$ cat src/design/bal_pkg.sv
package bal_pkg;

    localparam int CAPACITY_DEF   = 256;
    localparam int ELEM_WIDTH_DEF = 32;
    localparam int OP_W           = 3;
    localparam int POS_W          = 8;
    localparam int ENTRY_W        = 32;

    typedef enum logic [OP_W-1:0] {
        OP_INS_HEAD = 3'd0,
        OP_INS_TAIL = 3'd1,
        OP_RM_HEAD  = 3'd2,
        OP_RM_TAIL  = 3'd3,
        OP_RM_AT    = 3'd4,
        OP_RD_HEAD  = 3'd5,
        OP_RD_TAIL  = 3'd6,
        OP_RD_AT    = 3'd7
    } t_op;

    typedef enum logic [2:0] {
        CELL_HOLD,
        CELL_PUSH_HEAD,
        CELL_PUT_TAIL,
        CELL_PULL_FROM,
        CELL_LANE_LOAD,
        CELL_LANE_SHIFT
    } t_cell_op;

    typedef enum logic [1:0] {
        ST_IDLE,
        ST_READ,
        ST_HOLD
    } t_state;

endpackage

$ cat src/design/bal_cell.sv
module bal_cell #(
    parameter int ELEM_WIDTH = bal_pkg::ELEM_WIDTH_DEF,
    parameter int IW         = 8,
    parameter int INDEX      = 0
) (
    input  logic                   i_clk,
    input  bal_pkg::t_cell_op      i_op,
    input  logic [IW-1:0]          i_idx,
    input  logic [ELEM_WIDTH-1:0]  i_entry,
    input  logic [ELEM_WIDTH-1:0]  i_prev_slot,
    input  logic [ELEM_WIDTH-1:0]  i_next_slot,
    input  logic [ELEM_WIDTH-1:0]  i_next_lane,
    output logic [ELEM_WIDTH-1:0]  o_slot,
    output logic [ELEM_WIDTH-1:0]  o_lane
);

    logic [ELEM_WIDTH-1:0] r_slot;
    logic [ELEM_WIDTH-1:0] n_slot;
    logic [ELEM_WIDTH-1:0] r_lane;
    logic [ELEM_WIDTH-1:0] n_lane;
    logic                  hit;
    logic                  at_or_after;

    assign hit         = (i_idx == IW'(INDEX));
    assign at_or_after = (IW'(INDEX) >= i_idx);

    always_comb begin
        n_slot = r_slot;
        n_lane = r_lane;
        unique case (i_op)
            bal_pkg::CELL_HOLD: begin
            end
            bal_pkg::CELL_PUSH_HEAD: begin
                n_slot = i_prev_slot;
            end
            bal_pkg::CELL_PUT_TAIL: begin
                if (hit) begin
                    n_slot = i_entry;
                end
            end
            bal_pkg::CELL_PULL_FROM: begin
                if (at_or_after) begin
                    n_slot = i_next_slot;
                end
            end
            bal_pkg::CELL_LANE_LOAD: begin
                n_lane = hit ? r_slot : i_next_lane;
            end
            bal_pkg::CELL_LANE_SHIFT: begin
                n_lane = i_next_lane;
            end
        endcase
    end

    always_ff @(posedge i_clk) begin
        r_slot <= n_slot;
        r_lane <= n_lane;
    end

    assign o_slot = r_slot;
    assign o_lane = r_lane;

endmodule

$ cat config.mk
export PLATFORM = sky130hd
export DESIGN_NAME = bal_cell
export DESIGN_NICKNAME = d
export VERILOG_FILES = /design/src/design/bal_pkg.sv /design/src/design/bal_cell.sv
export SDC_FILE = /design/constraint.sdc
export NUM_CORES = 1
export LEC_CHECK = 0
export ABC_AREA = 1
export BUFFER_PORTS_ARGS = -buffer_cell sky130_fd_sc_hd__buf_2
export CAP_MARGIN = 30
export CELL_PAD_IN_SITES_DETAIL_PLACEMENT = 1
export CELL_PAD_IN_SITES_GLOBAL_PLACEMENT = 1
export CORE_MARGIN = 2
export CORE_UTILIZATION = 27
export DETAILED_ROUTE_END_ITERATION = 7
export PLACE_DENSITY_LB_ADDON = 0.1
export SETUP_SLACK_MARGIN = 0.3
export SLEW_MARGIN = 10
export SYNTH_ARGS = -nofsm -noshare
export SYNTH_HDL_FRONTEND = slang
export SYNTH_SLANG_ARGS = --single-unit
export TNS_END_PERCENT = 10
$ cat constraint.sdc
create_clock -name i_clk -period 2.5 [get_ports i_clk]
set_input_delay 0.75 -clock i_clk [delete_from_list [all_inputs] [get_ports i_clk]]
set_output_delay 0.75 -clock i_clk [all_outputs]
set_load 0.01 [all_outputs]
# --- After elaboration in Yosys (flattened, before gate mapping) ---
# Index checks and enable logic that the tools add are counted.
word_totals:
  regBits: 64
  word_cells: 19
classes:
  order_cmp: 1
  n_eq_ne: 7
  mux: 5
  reduce_logical: 4
ops:
  columns: ["cell", "n"]
  rows:
  - ["$mux 32", 3]
  - ["$pmux 32 s3", 1]
  - ["$pmux 32 s2", 1]
  - ["$ge 1x8->1 const A", 1]
  - ["$logic_not 8->1", 1]
  - ["$eq 3x2->1 const B", 2]
  - ["$eq 3x3->1 const B", 2]
  - ["$ne 2x2->1 const B", 2]
  - ["$eq 3x1->1 const B", 1]
  - ["$reduce_and 3->1", 1]
  - ["$reduce_bool 3->1", 1]
  - ["$reduce_bool 2->1", 1]

# --- Logic depth before layout (Yosys ltp) ---
# Gate-level depths: netlist of the first run.
logic_depth:
  word_depth: 3
  ltp_mapped: 7
  mapped_depth_nobuf: 6

# --- Worst setup path after synthesis of the first run ---
# Ideal clock, no wire load.
synth_path:
  path_type: "input to register"
  start: "input port i_op[2]"
  end: "register r_lane[0], in the netlist o_lane[0] (enable)"
  t_arrival_ns: 2.160
  required_ns: 2.079
  path_slack_ns: -0.081
  stages: 2
  path_buffers: 0
  cell_sequence: "inv_2 nor2_1"
synth_between:
  elab_chain_cells: 2
  word_cells_on_any_way: 3
  cone_classes: "2 x eq/ne; 1 x reduce/logical"
synth_rtl:
  columns: ["item", "line", "source"]
  rows:
  - ["start, declared", "bal_cell.sv:7", "input bal_pkg::t_cell_op i_op,"]
  - ["$eq 3x3->1", "bal_cell.sv:30", "unique case (i_op)"]
  - ["$reduce_bool 2->1 (no source line) (*)", null, null]
  - ["end signal, assigned", "bal_cell.sv:57", "r_lane <= n_lane;"]
  - ["end, declared", "bal_cell.sv:19", "logic [ELEM_WIDTH-1:0] r_lane;"]
# Mark *: on every way between the ends. The rest lies on a longest branch, timed or not.
# A chain may end at the register's enable or synchronous reset.

# --- Worst setup path after layout of the first run ---
layout_path:
  start: "input port i_op[2]"
  end: "register r_slot[5], in the netlist o_slot[5], data pin"
layout_between:
  elab_chain_cells: 2
  word_cells_on_any_way: 4
  cone_classes: "3 x eq/ne; 1 x mux"
layout_rtl:
  columns: ["item", "line", "source"]
  rows:
  - ["$eq 3x2->1 / $eq 3x1->1 (equally long branches)", "bal_cell.sv:30", null]
  - ["$pmux 32 s3 (*)", "bal_cell.sv:30", null]
  - ["via n_slot[5]", "bal_cell.sv:18", "logic [ELEM_WIDTH-1:0] n_slot;"]
  - ["end signal, assigned", "bal_cell.sv:56", "r_slot <= n_slot;"]
  - ["end, declared", "bal_cell.sv:17", "logic [ELEM_WIDTH-1:0] r_slot;"]
# The timed path passes the listed nets; every way through them passes the cells marked *.

==> results of run 1 <==
-- layout by cell type (no fill, tap or decap), drive strengths merged --
cell type,synthesis,routed
buf,18,210
bufinv,0,1
clkbuf,0,11
clkinv,0,4
diode,0,1
edfxtp,64,64
inv,2,2
nand2,166,166
nand3,67,67
nor2,8,8
-- metal layers --
layer / vias to the layer above / share of wire / GRT usage / routed length (microns)
met5: - / 0 / 0 / 0
met4: 0 / 0.016 / 0.0528 / 175
met3: 14 / 0.067 / 0.0445 / 728
met2: 108 / 0.50 / 0.297 / 5390
met1: 1407 / 0.42 / 0.216 / 4570
li1: 1499 / - / - / -
-- how the worst max path moves through the flow --
stage	from	endpoint	slack, ns
after floorplan	i_idx[7]	o_slot[0]	0.06
after global placement	i_op[2]	o_slot[5]	0.41
final	i_op[2]	o_slot[5]	0.70
after detailed placement	i_op[2]	o_slot[4]	0.38
after global routing	i_op[2]	o_slot[5]	0.57
after CTS	i_op[2]	o_slot[4]	0.71
-- state kept, by name, summed over array words and instances, names as in the netlist --
signal,count
o_slot,32
o_lane,32
-- power by group --
part           leakage [nW]  total, W  switching (W)  internal, W
clock network         0.138   0.00120       0.000437     0.000762
registers             0.588   0.00127      0.0000244      0.00125
logic                  1.47  0.000342       0.000183     0.000159
-- cells by family (layout without fill, tap and decap cells) --
logic type / count (synthesis) / count (layout) / share of synthesized area
buffers and inverters: 20 / 228 / 0.0528
DFF: 64 / 64 / 0.601
other: 0 / 1 / 0
and+or+nand+nor: 241 / 241 / 0.346
-- critical path: stages --
cell     delay, ns
buf_2         0.14
inv_2         0.12
nand2_4       0.07
nor2_4        0.62
nand2_1       0.11
nand3_1       0.14
-- per-stage QoR --
step | power [W] | hold slack [ns] | setup WS (ns) | instance area, sq um
2_1_floorplan | 0.00144 | 0.615 | 0.0599 | 3200
3_3_place_gp | 0.00164 | 0.546 | 0.407 | 4300
3_5_place_dp | 0.00164 | 0.562 | 0.377 | 4300
4_1_cts | 0.00286 | 0.576 | 0.706 | 4580
5_1_grt | 0.00295 | 0.604 | 0.571 | 4590
6_report | 0.00281 | 0.570 | 0.701 | 4590
-- area by class of cell --
type,count,area (sq um)
Timing Repair Buffer,210,1080
Clock inverter,5,47.5
Clock buffer,11,233
Sequential cell,64,1920
Inverter,2,7.51
Antenna cell,1,2.50
Multi-Input combinational cell,241,1110
Fill cell,1423,6880
Tap cell,143,179
==> impl_metrics.csv, run 1 <==
group,metric,value,unit
outcome,status,"finished clean",
yosys,syn-num-nets,465,
grt,grt_usage,0.174,
yosys,synthTopCellsByArea,"edfxtp_1 (60%), nand2_1 (19%), nand3_1 (8.3%), nand3_2 (4.1%), buf_6 (3.2%)",
timing,fin_skew,0.00514,ns
timing,setup_violations,0,
setup_path,cp_max_fo,32,
yosys,async_flop_share,0,
yosys,synthMostInstantiatedCell,"nand2_1",
timing,period_share,0.720,
clock_tree,htreeDepth,3,
routing,routed_via_density,4.47,
placed_design,port-buffer-count,203,
timing,fin_tns_setup,0,ns
layout,fin_util,0.400,
clock_tree,max-clock-path-buffers,2,
yosys,avgSynthCellArea,9.84,sq um
grt,antenna_found_initial,1,
yosys,synth_area,3200,sq um
floorplan,io_pins,204,
pwr,leakagePower,2.20,nW
placed_design,place_congestion,0.812,
timing,rsz0062_at_grt,"no",
floorplan,dieArea,12700,sq um
grt,grt_pass1_vias,3252,
yosys,synth_cell_types,13,
yosys,yosysSeqAreaShare,0.601,
placed_design,place_inst,660,
routing,first_pass_iters,4,
clock_tree,cts_tree,"built",
clock_tree,cts_buffers,9,
placed_design,hpwl,8340,microns
timing,slew_violations,0,
setup_path,worstRegToRegCells,2,
setup_path,cp.required,2.67,ns
routing,routed-via-count,3028,
setup_path,r2r_start,"o_slot[21]",
setup_path,cp-start-kind,"primary input",
yosys,yosys-top-cells-count,"nand2_1 (163), edfxtp_1 (64), nand3_1 (53)",
floorplan,die_y,113,microns
clock_tree,holdBufCountCts,0,
setup_path,reg2reg_to,"o_lane[21]",
routing,final_antenna_net_count,0,
worst_hold_path,min_from,"o_slot[1]",
yosys,yosys.area.top_type_share,0.601,
clock_tree,cts_sinks,64,
floorplan,rows,39,
layout,drive_gt1_frac,0.460,
routing,routedWlPerCell,16.1,microns
yosys,synthFlopType,"edfxtp_1",
layout,fin_cells,677,
floorplan,core-area,11500,sq um
run,drv_cap,0,
pwr,power_density,613,nW/um^2
clock_tree,clk_latency,0.32,ns
routing,route.detailed.drc,0,
grt,grt_max_degree,33,
timing,max_clock_freq,556,MHz
setup_path,arrival,1.97,ns
yosys,yosysWarningCount,0,
yosys,synth_top_area_cell,"edfxtp_1",
worst_hold_path,min_path_type,"flop to flop",
timing,max-slew-margin-rel,0.456,
yosys,synth-seq-cells,64,
worst_hold_path,min_to,"o_lane[1]",
yosys,synth_cells,325,
worst_hold_path,whs_path_depth,2,
grt,grt_pass1_wl,17100,microns
timing,post-route-min-period,1.80,ns
clock_tree,cts_root_buf,"clkbuf_16",
routing,drt_iter0_drc,102,
clock_tree,cts_resized,0,
setup_path,reg2reg_slack,1.63,ns
yosys,synth_edf_count,64,
grt,grt_overflow,0,
layout,syn2layout_area_growth,43.4,%
floorplan,die_width,113,microns
routing,wl,10900,microns
timing,hold_viol,0,
setup_path,critPathKind,"primary input to flop",
clock_tree,clk_pin_slew_worst_paths,0.05,ns
layout,nNetsFinal,668,
setup_path,cp-end-kind,"flop",
floorplan,initial_core_util,0.279,
clock_tree,post_cts_buffers,0,
pwr,irDropWorstVdd,0.000220,V
timing,tightest_slew,0.813,ns
Power figures use the tool's default switching activity.
==> run 2: changes to the inputs <==
--- a/config.mk
+++ b/config.mk
@@ -11,7 +11,7 @@
 export CELL_PAD_IN_SITES_DETAIL_PLACEMENT = 1
 export CELL_PAD_IN_SITES_GLOBAL_PLACEMENT = 1
 export CORE_MARGIN = 2
-export CORE_UTILIZATION = 27
+export CORE_UTILIZATION = 30
 export DETAILED_ROUTE_END_ITERATION = 7
 export PLACE_DENSITY_LB_ADDON = 0.1
 export SETUP_SLACK_MARGIN = 0.3
==> constraint.sdc (replaced) <==
create_clock -name i_clk -period 1.8 [get_ports i_clk]
set_input_delay 0.54 -clock i_clk [delete_from_list [all_inputs] [get_ports i_clk]]
set_output_delay 0.54 -clock i_clk [all_outputs]
set_load 0.01 [all_outputs]
==> run 2 against run 1 <==
Total power increased by 29%. Utilization rose by 5.1 points. Critical path depth down 5. Cell count rose by 0.30%. Clock skew rose by 0.0012 ns. First-iteration DRC count fell by 28%. Critical path type is now flop to primary output.
==> impl_metrics.csv, run 2 (synthesis gave the netlist of run 1 again) <==
group,metric,value,unit
setup_path,worstRegToRegCells,2,
setup_path,cp-end-kind,"primary output",
layout,n_fill_cell,1269,
timing,fin_skew,0.00630,ns
grt,grt_max_degree,33,
routing,final_antenna_net_count,0,
layout,fin_util,0.451,
clock_tree,htreeDepth,3,
setup_path,cp_num_buf_inv,1,
timing,hold_ws,0.470,ns
setup_path,reg2reg_to,"o_lane[30]",
pwr,p_comb_frac,0.141,
setup_path,cp-start-kind,"flop",
layout,syn2layout_area_growth,45.6,%
layout,mostFrequentLayoutCell,"buf_2",
grt,grt_overflow,0,
setup_path,cp.depth,1,
timing,max-slew-margin-rel,0.844,
pwr,power_density,782,nW/um^2
pwr,p_clk_frac,0.377,
floorplan,core-area,10300,sq um
clock_tree,cts_sinks,64,
placed_design,port-buffer-count,203,
grt,grt_pass1_vias,3324,
setup_path,r2r_start,"o_slot[30]",
routing,wl,11100,microns
setup_path,crit_slowest_cell,"edfxtp_1",
timing,hold_viol,0,
layout,final_cell_mix,"buf_2 (203), nand2_1 (162), edfxtp_1 (64)",
clock_tree,cts_tree,"built",
pwr,p_sw_frac,0.244,
layout,diodes,0,
pwr,power.internal,0.00275,W
grt,grt_use_met3,0.0578,
timing,post-route-min-period,1.45,ns
floorplan,die_width,107,microns
routing,routed-via-count,3082,
floorplan,initial_core_util,0.310,
grt,antenna_found_initial,1,
grt,grt_usage,0.194,
pwr,netSwitchingPower,0.000888,W
grt,met2_usage,0.352,
routing,route.detailed.drc,0,
setup_path,cp_max_fo,2,
setup_path,crit_end,"o_slot[16]",
worst_hold_path,min_path_type,"primary input to flop",
setup_path,path_cells,"buf_2",
clock_tree,cts_buffers,9,
run,drv_cap,0,
floorplan,rows,37,
timing,slew_violations,0,
routing,routed_via_density,4.54,
setup_path,arrival,0.91,ns
setup_path,reg2reg_slack,0.99,ns
routing,first_pass_iters,4,
layout,drive_gt1_frac,0.479,
floorplan,dieArea,11500,sq um
routing,drt_iter0_drc,73,
setup_path,slowest_delay,0.42,ns
timing,setup_violations,0,
placed_design,place_congestion,0.749,
outcome,status,"finished clean",
layout,nNetsFinal,678,
timing,rsz0062_at_grt,"no",
clock_tree,clk_latency,0.33,ns
timing,max_clock_freq,690,MHz
pwr,share_seq_of_total_power,0.482,
routing,routedWlPerCell,16.3,microns
timing,tightest_slew,0.233,ns
floorplan,io_pins,204,
pwr,leakagePower,2.24,nW
setup_path,cp.required,1.26,ns
grt,grt_util_met1,0.220,
setup_path,critPathKind,"flop to primary output",
clock_tree,clk_pin_slew_worst_paths,0.08,ns
clock_tree,max-clock-path-buffers,2,
timing,period_share,0.805,
placed_design,place_area,4430,sq um
clock_tree,cts_root_buf,"clkbuf_8",
setup_path,cpLargestDelayFamily,"flip-flops",
placed_design,hpwl,8650,microns
floorplan,die_y,107,microns
grt,busiest_layer,"met2",
grt,grt_pass1_wl,16900,microns
setup_path,startpoint,"o_slot[16]",
layout,postLayoutCellArea,4660,sq um
pwr,irDropWorstVdd,0.000385,V
==> run 2: cell type report <==
cell class	instances	area (sq um)	share of cell area
flip-flops and latches	64	1920	0.413
clock inverters	7	96.3	0.0207
multi-input cells	241	1130	0.243
well taps	136	170	0.0365
inverters	2	7.51	0.00161
repair buffers	220	1210	0.259
clock buffers	9	124	0.0266
==> run 2: what timing repair did <==
action                     CTS  global route
buffers inserted             0             0
resized for setup            0             1
setup endpoints to repair    0            32
hold buffers                 0             0
==> run 2: worst min path at each step <==
stage	from	to	slack [ns]	cells after the start
finish	i_next_lane[10]	o_lane[10]	0.47	3
detailed placement	o_slot[17]	o_lane[17]	0.56	2
global placement	o_slot[23]	o_lane[23]	0.55	2
floorplan	o_slot[0]	o_lane[0]	0.61	2
global route	i_next_lane[0]	o_lane[0]	0.47	3
CTS	i_next_lane[12]	o_lane[12]	0.45	3
==> run 2: worst min-delay path, stage by stage <==
cell	delay (ns)
buf_2	0.08
nand2_1	0.04
nand2_1	0.04
==> run 2: power by group through the flow <==
| stage | Clock (W) | Sequential [W] | Combinational, W |
|---|---|---|---|
| 2_1_floorplan | 0 | 0.00182 | 0.000178 |
| 3_3_place_gp | 0 | 0.00179 | 0.000508 |
| 3_5_place_dp | 0 | 0.00179 | 0.000523 |
| 4_1_cts | 0.00140 | 0.00176 | 0.000525 |
| 5_1_grt | 0.00147 | 0.00176 | 0.000569 |
| 6_report | 0.00137 | 0.00175 | 0.000514 |
==> run 2: stage by stage <==
stage | TNS, ns | worst slack, ns | instances | total power (W)
global route | 0 | 0.313 | 679 | 0.00380
floorplan | 0 | 0.0103 | 325 | 0.00200
CTS | 0 | 0.328 | 679 | 0.00368
detailed placement | -0.169 | -0.0246 | 663 | 0.00231
finish | 0 | 0.352 | 679 | 0.00364
global placement | 0 | 0.0252 | 663 | 0.00229
==> run 2: per-layer routing <==
metal  wire length, microns  part of all wire
met5                      0                 0
met4                     84            0.0076
met3                    791             0.071
met2                   5760              0.52
met1                   4440              0.40
